File: config.mk
export PLATFORM = sky130hd
export DESIGN_NAME = path_drive_prefix_parser
export DESIGN_NICKNAME = d
export VERILOG_FILES = /design/src/hw/rtl/pdpp_pkg.sv /design/src/hw/rtl/pdpp_front.sv /design/src/hw/rtl/pdpp_back.sv /design/src/hw/rtl/path_drive_prefix_parser.sv
export SDC_FILE = /design/constraint.sdc
export NUM_CORES = 1
export LEC_CHECK = 0
export ABC_AREA = 1
export BUFFER_PORTS_ARGS = -buffer_cell sky130_fd_sc_hd__buf_4
export CORE_MARGIN = 3
export CORE_UTILIZATION = 55
export CTS_CLUSTER_DIAMETER = 30
export DETAILED_ROUTE_END_ITERATION = 10
export PLACE_DENSITY = 0.76
export SYNTH_ARGS = -nofsm -noshare
export SYNTH_HDL_FRONTEND = slang
export SYNTH_SLANG_ARGS = --single-unit
export TNS_END_PERCENT = 10
File: constraint.sdc
create_clock -name clk -period 3 [get_ports clk]
set_clock_uncertainty 0.05 [all_clocks]
set_input_delay 0.6 -clock clk [delete_from_list [all_inputs] [get_ports clk]]
set_output_delay 0.6 -clock clk [all_outputs]
set_load 0.1 [all_outputs]
File: src/hw/rtl/pdpp_pkg.sv
// Shared types, character classes, parser states and drive kinds for the drive prefix parser.
package pdpp_pkg;

  // Position counter width and its saturation limit.
  localparam int unsigned POS_W     = 16;
  localparam logic [POS_W-1:0] POS_LIMIT = 16'hFFFF;

  // Character classes produced by the front end.
  localparam logic [2:0] CLS_OTHER = 3'd0;
  localparam logic [2:0] CLS_SLASH = 3'd1;
  localparam logic [2:0] CLS_QMARK = 3'd2;
  localparam logic [2:0] CLS_DOT   = 3'd3;
  localparam logic [2:0] CLS_COLON = 3'd4;
  localparam logic [2:0] CLS_LET_U = 3'd5;
  localparam logic [2:0] CLS_LET_N = 3'd6;
  localparam logic [2:0] CLS_LET_C = 3'd7;

  // Drive kinds as reported on the output.
  localparam logic [2:0] K_NONE     = 3'd0;
  localparam logic [2:0] K_VOLUME   = 3'd1;
  localparam logic [2:0] K_UNC      = 3'd2;
  localparam logic [2:0] K_DEV_LIT  = 3'd3;
  localparam logic [2:0] K_DEV_NORM = 3'd4;
  localparam logic [2:0] K_DEV_UNC  = 3'd5;

  // Parser states.
  localparam logic [3:0] S_START     = 4'd0;
  localparam logic [3:0] S_SL        = 4'd1;
  localparam logic [3:0] S_SLSL      = 4'd2;
  localparam logic [3:0] S_Q         = 4'd3;
  localparam logic [3:0] S_QSL       = 4'd4;
  localparam logic [3:0] S_QU        = 4'd5;
  localparam logic [3:0] S_QUN       = 4'd6;
  localparam logic [3:0] S_QUNC      = 4'd7;
  localparam logic [3:0] S_DOT       = 4'd8;
  localparam logic [3:0] S_DOTSL     = 4'd9;
  localparam logic [3:0] S_OTHER     = 4'd10;
  localparam logic [3:0] S_SERVER    = 4'd11;
  localparam logic [3:0] S_SERVER_SL = 4'd12;
  localparam logic [3:0] S_SHARE     = 4'd13;
  localparam logic [3:0] S_LITERAL   = 4'd14;
  localparam logic [3:0] S_NORMAL    = 4'd15;

  // One classified character as it waits in the queue.
  typedef struct packed {
    logic [2:0] cls;
    logic       last;
    logic       empty;
  } q_item_t;

  // Queue head as seen by the back end.
  typedef struct packed {
    logic    valid;
    q_item_t item;
  } q_head_t;

endpackage

File: src/hw/rtl/pdpp_front.sv
// Front end: classifies each incoming character and holds it in a two-entry queue.
module pdpp_front
  import pdpp_pkg::*;
(
  input  logic        clk,
  input  logic        rst,
  input  logic        in_valid,
  output logic        in_stall,
  input  logic [20:0] code_point,
  input  logic        last_char,
  input  logic        empty_path,
  output q_head_t     head,
  input  logic        pop
);

  q_item_t    entry [2];
  logic       wr_ptr;
  logic       rd_ptr;
  logic [1:0] count;
  q_item_t    cls_item;
  logic       push;

  always_comb begin
    cls_item.last  = last_char;
    cls_item.empty = empty_path;
    if (code_point inside {21'h00005C, 21'h00002F}) begin
      cls_item.cls = CLS_SLASH;
    end else if (code_point == 21'h00003F) begin
      cls_item.cls = CLS_QMARK;
    end else if (code_point == 21'h00002E) begin
      cls_item.cls = CLS_DOT;
    end else if (code_point == 21'h00003A) begin
      cls_item.cls = CLS_COLON;
    end else if (code_point inside {21'h000055, 21'h000075}) begin
      cls_item.cls = CLS_LET_U;
    end else if (code_point inside {21'h00004E, 21'h00006E}) begin
      cls_item.cls = CLS_LET_N;
    end else if (code_point inside {21'h000043, 21'h000063}) begin
      cls_item.cls = CLS_LET_C;
    end else begin
      cls_item.cls = CLS_OTHER;
    end
  end

  assign in_stall   = (count == 2'd2);
  assign push       = in_valid && !in_stall;
  assign head.valid = (count != 2'd0);
  assign head.item  = entry[rd_ptr];

  always_ff @(posedge clk) begin
    if (push) begin
      entry[wr_ptr] <= cls_item;
    end
  end

  always_ff @(posedge clk) begin
    if (rst) begin
      wr_ptr <= 1'b0;
      rd_ptr <= 1'b0;
      count  <= 2'd0;
    end else begin
      if (push) begin
        wr_ptr <= ~wr_ptr;
      end
      if (pop) begin
        rd_ptr <= ~rd_ptr;
      end
      case ({push, pop})
        2'b10:   count <= count + 2'd1;
        2'b01:   count <= count - 2'd1;
        default: count <= count;
      endcase
    end
  end

endmodule

File: src/hw/rtl/pdpp_back.sv
// Back end: prefix state machine and the registered result stage.
module pdpp_back
  import pdpp_pkg::*;
(
  input  logic             clk,
  input  logic             rst,
  input  q_head_t          head,
  output logic             pop,
  output logic             out_valid,
  input  logic             out_stall,
  output logic [2:0]       drive_kind,
  output logic             drive_valid,
  output logic [POS_W-1:0] prefix_length,
  output logic             needs_separator
);

  logic [3:0]       state, state_next;
  logic [POS_W-1:0] pos, pos_next;
  logic [2:0]       kind, kind_next;
  logic             fvalid, fvalid_next;
  logic             decided, decided_next;

  logic             emit;
  logic [2:0]       e_kind;
  logic             e_valid;
  logic [POS_W-1:0] e_len;

  logic             done;
  logic [POS_W-1:0] len;
  logic [POS_W-1:0] pos_inc;
  logic             sl;
  logic [2:0]       cls;

  assign pop     = head.valid && (!out_valid || !out_stall);
  assign cls     = head.item.cls;
  assign sl      = (cls == CLS_SLASH);
  assign pos_inc = (pos == POS_LIMIT) ? pos : pos + 1'b1;

  always_comb begin
    state_next   = state;
    pos_next     = pos;
    kind_next    = kind;
    fvalid_next  = fvalid;
    decided_next = decided;
    emit         = 1'b0;
    e_kind       = K_NONE;
    e_valid      = 1'b1;
    e_len        = '0;
    done         = 1'b0;
    len          = pos;

    if (pop) begin
      if (head.item.empty) begin
        // An empty path abandons whatever was in progress.
        state_next   = S_START;
        pos_next     = '0;
        kind_next    = K_NONE;
        fvalid_next  = 1'b1;
        decided_next = 1'b0;
        emit         = 1'b1;
      end else if (decided) begin
        if (head.item.last) begin
          state_next   = S_START;
          pos_next     = '0;
          kind_next    = K_NONE;
          fvalid_next  = 1'b1;
          decided_next = 1'b0;
        end
      end else begin
        case (state)
          S_START: state_next = sl ? S_SL : S_OTHER;
          S_SL: begin
            if (sl) begin
              kind_next   = K_UNC;
              fvalid_next = 1'b0;
              state_next  = S_SLSL;
            end else begin
              done = 1'b1;
            end
          end
          S_SLSL: begin
            if (sl) begin
              state_next = S_SHARE;
            end else if (cls == CLS_QMARK) begin
              state_next = S_Q;
            end else if (cls == CLS_DOT) begin
              state_next = S_DOT;
            end else begin
              state_next = S_SERVER;
            end
          end
          S_Q: begin
            if (sl) begin
              kind_next   = K_DEV_LIT;
              fvalid_next = 1'b0;
              state_next  = S_QSL;
            end else begin
              state_next = S_SERVER;
            end
          end
          S_QSL: begin
            if (sl) begin
              done = 1'b1;
            end else begin
              fvalid_next = 1'b1;
              state_next  = (cls == CLS_LET_U) ? S_QU : S_SHARE;
            end
          end
          S_QU: begin
            if (sl) begin
              done = 1'b1;
            end else begin
              state_next = (cls == CLS_LET_N) ? S_QUN : S_LITERAL;
            end
          end
          S_QUN: begin
            if (sl) begin
              done = 1'b1;
            end else begin
              state_next = (cls == CLS_LET_C) ? S_QUNC : S_LITERAL;
            end
          end
          S_QUNC: begin
            if (sl) begin
              kind_next  = K_DEV_UNC;
              state_next = S_SERVER;
            end else begin
              state_next = S_LITERAL;
            end
          end
          S_DOT: begin
            if (sl) begin
              kind_next   = K_DEV_NORM;
              fvalid_next = 1'b0;
              state_next  = S_DOTSL;
            end else begin
              state_next = S_SERVER;
            end
          end
          S_DOTSL: begin
            if (sl) begin
              done = 1'b1;
            end else begin
              fvalid_next = 1'b1;
              state_next  = S_NORMAL;
            end
          end
          S_OTHER: begin
            if (cls == CLS_COLON) begin
              kind_next = K_VOLUME;
              len       = pos_inc;
            end else begin
              kind_next = K_NONE;
            end
            done = 1'b1;
          end
          S_SERVER: begin
            if (sl) begin
              state_next = S_SERVER_SL;
            end
          end
          S_SERVER_SL: begin
            if (sl) begin
              done = 1'b1;
            end else begin
              fvalid_next = 1'b1;
              state_next  = S_SHARE;
            end
          end
          default: begin
            // Share, device literal and device normalized end at a separator.
            if (sl) begin
              done = 1'b1;
            end
          end
        endcase

        if (!done) begin
          pos_next = pos_inc;
          if (head.item.last) begin
            done = 1'b1;
            len  = pos_inc;
          end
        end

        if (done) begin
          emit    = 1'b1;
          e_kind  = kind_next;
          e_valid = fvalid_next;
          e_len   = (kind_next == K_NONE) ? '0 : len;
          if (head.item.last) begin
            state_next   = S_START;
            pos_next     = '0;
            kind_next    = K_NONE;
            fvalid_next  = 1'b1;
            decided_next = 1'b0;
          end else begin
            decided_next = 1'b1;
          end
        end
      end
    end
  end

  always_ff @(posedge clk) begin
    if (rst) begin
      state   <= S_START;
      pos     <= '0;
      kind    <= K_NONE;
      fvalid  <= 1'b1;
      decided <= 1'b0;
    end else begin
      state   <= state_next;
      pos     <= pos_next;
      kind    <= kind_next;
      fvalid  <= fvalid_next;
      decided <= decided_next;
    end
  end

  always_ff @(posedge clk) begin
    if (rst) begin
      out_valid <= 1'b0;
    end else if (emit) begin
      out_valid <= 1'b1;
    end else if (!out_stall) begin
      out_valid <= 1'b0;
    end
  end

  always_ff @(posedge clk) begin
    if (emit) begin
      drive_kind      <= e_kind;
      drive_valid     <= e_valid;
      prefix_length   <= e_len;
      needs_separator <= (e_len != '0) && e_valid && (e_kind != K_VOLUME)
                         && (e_kind != K_DEV_NORM);
    end
  end

endmodule

File: src/hw/rtl/path_drive_prefix_parser.sv
// Top level of the drive prefix parser: front end, queue and back end joined together.
//
//   channel  direction  handshake            payload
//   in       receive    in_valid / in_stall  code_point, last_char, empty_path
//   out      send       out_valid/out_stall  drive_kind, drive_valid, prefix_length,
//                                            needs_separator
//
// One character is taken per cycle while in_stall is low. The character that decides a
// result is written into the queue register, stepped by the back end and then held in
// the registered result stage until it is taken.
// The throughput of one item per cycle, while the output is not stalled, is set by the
// state step in the back end, which pops one queued character each cycle.
// Reset is synchronous and active high; it empties the queue, drops the pending result
// and returns the parser to its start state.
// A stall on the output holds the result register and stops the back end; the front
// queue then absorbs up to two further characters before in_stall rises.
module path_drive_prefix_parser
  import pdpp_pkg::*;
(
  input  logic             clk,
  input  logic             rst,
  input  logic             in_valid,
  output logic             in_stall,
  input  logic [20:0]      code_point,
  input  logic             last_char,
  input  logic             empty_path,
  output logic             out_valid,
  input  logic             out_stall,
  output logic [2:0]       drive_kind,
  output logic             drive_valid,
  output logic [POS_W-1:0] prefix_length,
  output logic             needs_separator
);

  // Queue head travels from the front end to the back end as one bundle; the back end
  // answers with a pop whenever the head is valid and its result register can take a new value.
  q_head_t head;
  logic    pop;

  pdpp_front u_front (
    .clk        (clk),
    .rst        (rst),
    .in_valid   (in_valid),
    .in_stall   (in_stall),
    .code_point (code_point),
    .last_char  (last_char),
    .empty_path (empty_path),
    .head       (head),
    .pop        (pop)
  );

  pdpp_back u_back (
    .clk             (clk),
    .rst             (rst),
    .head            (head),
    .pop             (pop),
    .out_valid       (out_valid),
    .out_stall       (out_stall),
    .drive_kind      (drive_kind),
    .drive_valid     (drive_valid),
    .prefix_length   (prefix_length),
    .needs_separator (needs_separator)
  );

  // A result with no drive never reports a length.
  a_none_no_len: assert property (@(posedge clk) disable iff (rst)
    (out_valid && drive_kind == K_NONE) |-> (prefix_length == '0))
    else $error("kind none reported with a nonzero prefix length");

  // The separator flag only follows a valid, nonempty prefix of a suitable kind.
  a_sep_rule: assert property (@(posedge clk) disable iff (rst)
    (out_valid && needs_separator) |->
      (drive_valid && prefix_length != '0 && drive_kind != K_VOLUME
       && drive_kind != K_DEV_NORM))
    else $error("separator flag set on an unsuitable prefix");

  // A result can only appear once the parser has seen something to decide on.
  a_out_after_in: assert property (@(posedge clk) disable iff (rst)
    $rose(out_valid) |-> $past(head.valid))
    else $error("result appeared with no queued character behind it");

endmodule
==> Yosys cells after proc, flatten, opt, wreduce, memory -nomap -nowiden <==
Memory sizes are Yosys's and may differ from the RTL's. A register that Yosys moved wholly into a read port is not among the register bits.
Cells that the tools add are included.
{ "classes": {"add_sub_neg": 3, "n_eq_ne": 38, "n_mux": 102, "bitwise": 2, "reduce_logical": 22} }
{ "op_table": {"columns": ["operator", "n"], "rows": [
  ["2-to-1 mux 16 bit", 16],
  ["== test 21 x 7 -> 1 bit, second input constant", 7],
  ["== test 21 x 6 -> 1 bit, second input constant", 4],
  ["2-to-1 mux 4 bit", 19],
  ["2-to-1 mux 3 bit", 24],
  ["case mux 4 bit (12 select lines)", 1],
  ["2-to-1 mux 1 bit", 36],
  ["== test 4 bit, second input constant", 5],
  ["adder 16 x 1 -> 16 bit, second input constant", 1],
  ["== test 16 bit, second input constant", 1],
  ["== test 4 x 3 -> 1 bit, second input constant", 4],
  ["nonzero test 16 bit", 1],
  ["case mux 3 bit (5 select lines)", 1],
  ["== test 3 bit, second input constant", 4],
  ["nonzero test 2 bit", 6],
  ["== test 4 x 2 -> 1 bit, second input constant", 2],
  ["== test 3 x 2 -> 1 bit, second input constant", 2],
  ["!= test 3 bit, second input constant", 2],
  ["OR reduction 3 bit", 2],
  ["OR reduction 6 bit", 1],
  ["logical AND 1 bit", 5],
  ["== test 2 bit, second input constant", 2],
  ["== test 4 x 1 -> 1 bit, second input constant", 1],
  ["logical NOT 4 bit", 1],
  ["15 further kinds", 19]
]} }
{ "totals": {"regBits": 51, "mem_bits_rw": 10, "n_memories": 1} }
{ "mem_list": {"columns": ["memory", "words", "width", "read_ports", "rd_ports_with_merged_regs", "wr", "line_no", "source"], "rows": [
  ["u_front.entry", 2, 5, 1, 1, 1, "pdpp_front.sv:16", "q_item_t entry [2];"]
]} }

==> Depth between registers and ports, before layout <==
{ "logic_depth": {"depth_word": 18, "depth_mapped": 16, "mapped_depth_nobuf": 15} }

==> By module <==
From an unflattened synthesis, not the netlist that was laid out.
{ "unflattened": {"cells_unflattened": 593, "hier_area_um2": 4167.7} }
{ "modules_own_cells": {"columns": ["module", "n_inst", "cells_per_inst", "area_per_inst_um2"], "rows": [
  ["pdpp_back", 1, 480, 3294.4],
  ["pdpp_front", 1, 113, 873.3]
]} }

==> Worst setup path before layout <==
Ideal clock, no wire load.
{ "synth_path": {"kind": "register to register", "from": "register u_back.out_valid", "to": "register u_back.drive_kind[0] (enable)", "setup_ns": 0.408, "t_arrival_ns": 2.396, "slack_ns": 0.146, "stages_incl_launch_ff": 8, "period_less_slack_ns": 2.854, "path_cell_list": "dfxtp_1 nand2_1 inv_1 a21oi_4 inv_2 nor2_2 inv_2 o22ai_1"} }
{ "synth_via": {"elab_chain_cells": 4} }
{ "synth_lines": {"columns": ["element", "line_no", "source"], "rows": [
  ["start, declared", "pdpp_back.sv:9", "output logic out_valid,"],
  ["start signal, assigned", "pdpp_back.sv:223", "out_valid <= 1'b0;"],
  ["start signal, assigned", "pdpp_back.sv:225", "out_valid <= 1'b1;"],
  ["start signal, assigned", "pdpp_back.sv:227", "out_valid <= 1'b0;"],
  ["logical NOT 1 bit", "pdpp_back.sv:34", "assign pop = head.valid && (!out_valid || !out_stall);"],
  ["logical OR 1 bit", "pdpp_back.sv:34", null],
  ["logical AND 1 bit", "pdpp_back.sv:34", null],
  ["net pop", "path_drive_prefix_parser.sv:38", "logic pop;"],
  ["2-to-1 mux 1 bit", "pdpp_back.sv:52", "if (pop) begin"],
  ["net u_back.emit", "pdpp_back.sv:23", "logic emit;"],
  ["end signal, assigned", "pdpp_back.sv:233", "drive_kind <= e_kind;"],
  ["end, declared", "pdpp_back.sv:11", "output logic [2:0] drive_kind,"]
]} }
The timed path passes the listed nets, and every way through them passes these cells.
A chain may end at the register's enable or synchronous reset.

==> impl_metrics.env <==
export IMPL_clkSlewWorstSetupHoldPaths_ns=0.07
export IMPL_ff2ff_setup_slack_ns=0.46
export IMPL_rsz0062_at_grt="false"
export IMPL_post_route_util_pct=66.2
export IMPL_antenna_cells=0
export IMPL_finalMaxSlewViolations=0
export IMPL_arrival_ns=2.59
export IMPL_max_slew_margin_rel_pct=68.1
export IMPL_avgViaCountPerCell=5.42
export IMPL_syn_to_final_growth_pct=16.5
export IMPL_synth_top_area_cell="edfxtp_1"
export IMPL_routed_wl_um=9260
export IMPL_place_ws_ns=0.487
export IMPL_min_period_ns=2.54
export IMPL_grt_pass1_wl_um=15800
export IMPL_layout_commonest_cell="nand2_1"
export IMPL_synth_edf_count=31
export IMPL_cts_buffer_depth=2
export IMPL_grt_max_degree=23
export IMPL_async_reset_ff_share_pct=0
export IMPL_start_kind="flop"
export IMPL_synth_top_area_share_pct=24.0
export IMPL_ys_flop_type="edfxtp_1"
export IMPL_dp_hpwl_um=6900
export IMPL_core_area_sq_um=6830
export IMPL_initial_core_util_pct=56.9
export IMPL_irDropWorstVdd_uv=689
export IMPL_netlist_instances=536
export IMPL_post_cts_resized=0
export IMPL_layout_drive_gt1_share_pct=19.3
export IMPL_critPathKind="flop to flop"
export IMPL_critPathBufInv=0
export IMPL_die_w_um=90.1
export IMPL_globalRouteOverflowTotal=0
export IMPL_route_detailed_drc=0
export IMPL_rows=30
export IMPL_intPower_mw=2.12
export IMPL_numCtsBuffers=9
export IMPL_tritoncts="built"
export IMPL_worstMarginPinSlew_ns=0.474
export IMPL_ys_warnings_count=0
export IMPL_postCtsHoldBufs=0
export IMPL_root_buffer="clkbuf_8"
export IMPL_place_gp_congestion=0.923
export IMPL_cellPowerDensity_nw_per_um2=1000
export IMPL_status="finished, final reports clean"
export IMPL_worstPathRequired_ns=3.05
export IMPL_syn_nets=565
export IMPL_maxCapViolations=0
export IMPL_path_cells="nand2_1 > nand2_4 > nand3_4 > nand2_2 > nand4_2 > nand2_2 > o21ai_1 > o21ai_1 > nand2_1 > nor2_1 > a21oi_1"
export IMPL_path_max_fanout=22
export IMPL_clkPwrFrac_pct=18.3
export IMPL_nNetsFinal=615
export IMPL_clk_latency_ns=0.35
export IMPL_grt_pass1_vias=3360
export IMPL_clock_sinks=62
export IMPL_syn_area_sq_um=3890
export IMPL_setup_viol=0
export IMPL_cp_top_family="simple AND/OR/NAND/NOR gates"
export IMPL_crit_slowest_cell="dfxtp_1"
export IMPL_fmaxAchievable_mhz=393
export IMPL_finalCritPeriodShare_pct=84.8
export IMPL_ant_nets=0
export IMPL_drt_wirelength_per_cell_um=13.5
export IMPL_drt_initial_drc_count=286
export IMPL_htreeDepth=3
export IMPL_p_comb_share_pct=53.6
export IMPL_ys_types=47
export IMPL_critical_path_max_stage_delay_ns=0.54
export IMPL_die_area_sq_um=8110
export IMPL_p_switching_mw=2.42
export IMPL_boundaryPins=50
export IMPL_cp_end_kind="flop"
export IMPL_synth_seq_area_share_pct=39.9
export IMPL_grt_usage_pct=23.9
export IMPL_syn_avg_cell_area_sq_um=7.25
export IMPL_hold_viol=0
export IMPL_chipHeight_um=90.1
export IMPL_final_cell_mix="nand2_1, nor2_1, buf_4"
export IMPL_setup_tns_ns=0
export IMPL_port_buffers=49
export IMPL_num_vias=3722
export IMPL_p_sw_share_pct=53.2
export IMPL_fillers=598
export IMPL_ys_seq_elements=62
export IMPL_pwr_share_seq_pct=28.1
export IMPL_firstDrtPassIters=5
export IMPL_synthTopCellsByArea="edfxtp_1, dfxtp_1, nand2_1"
export IMPL_antenna_found_initial=0
export IMPL_postCtsSetupBuffers=0
export IMPL_p_leak_nw=1.87
export IMPL_hold_class="input pin to flop"
export IMPL_layout_setup_ws_ns=0.455
## cells in the mapped netlist, drive strengths merged (2+ instances only)
cell type / number
xor2: 6
nor2: 67
nor3: 9
nand2: 161
edfxtp: 31
o221ai: 2
a21oi: 48
dfxtp: 31
o21ai: 35
clkbuf: 3
nor4: 4
ha: 2
o22ai: 2
inv: 66
nor3b: 3
o311ai: 2
nand3: 28
buf: 9
nand4: 8
xnor2: 4
o211ai: 5
## metal layers
layer / vias to the layer above / share of wire (%) / GRT usage (%)
met4: 0 / 1.5 / 8.80
met2: 166 / 43 / 35.3
met5: - / 0 / 0
met3: 14 / 8.7 / 5.44
li1: 1875 / - / -
met1: 1667 / 46 / 34.2
## layout make-up
cell class / count / area [sq um] / share of cell area, %
multi-input cells: 396 / 2000 / 44.1
flip-flops and latches: 62 / 1550 / 34.3
repair buffers: 51 / 383 / 8.46
inverters: 66 / 255 / 5.64
clock buffers: 9 / 124 / 2.74
well taps: 96 / 120 / 2.65
clock inverters: 7 / 95.1 / 2.10
## per-stage QoR
stage,power (mW),hold WS (ns),area [sq um],cells
3_3_place_gp,3.70,0.388,4310,671
4_1_cts,4.55,0.376,4530,687
6_report,4.54,0.385,4530,687
5_1_grt,4.78,0.374,4530,687
3_5_place_dp,3.72,0.396,4310,671
2_1_floorplan,3.30,0.372,3890,536
## state kept, by name (all words and copies together), names as in the netlist, named ones only
name,flops
u_back.drive_kind,3
u_back.out_valid,1
u_back.needs_separator,1
u_back.pos,16
u_front.wr_ptr,1
u_back.drive_valid,1
u_back.fvalid,1
u_back.state,4
u_front.count,2
u_back.prefix_length,16
u_back.kind,3
u_back.decided,1
u_front.rd_ptr,1
u_front.entry,10
## worst paths after layout
path                                        from                     end  depth (start not counted)
worst max-delay path                        flop  u_back.needs_separator                         11
worst min-delay path                  empty_path     u_front.entry[1][0]                          1
worst max register to register              flop  u_back.needs_separator                         11
worst min register to register  u_front.count[1]        u_front.count[1]                          1
## power by group through the flow
stage	Clock, mW	Combinational, mW	Sequential, mW
finish	0.832	2.43	1.28
global route	0.887	2.59	1.31
CTS	0.843	2.43	1.28
detailed placement	0	2.43	1.30
global placement	0	2.41	1.29
floorplan	0	0.978	2.32
## cells by family after synthesis
group / synth area share (%)
buffers and inverters: 8.85
adders and majority gates: 0.644
DFF: 39.9
AOI/OAI and AO/OA: 14.6
and+or+nand+nor: 33.5
muxes: 0.258
xor gates and xnor gates: 2.25
No activity file was read; power rests on OpenSTA's default activity.
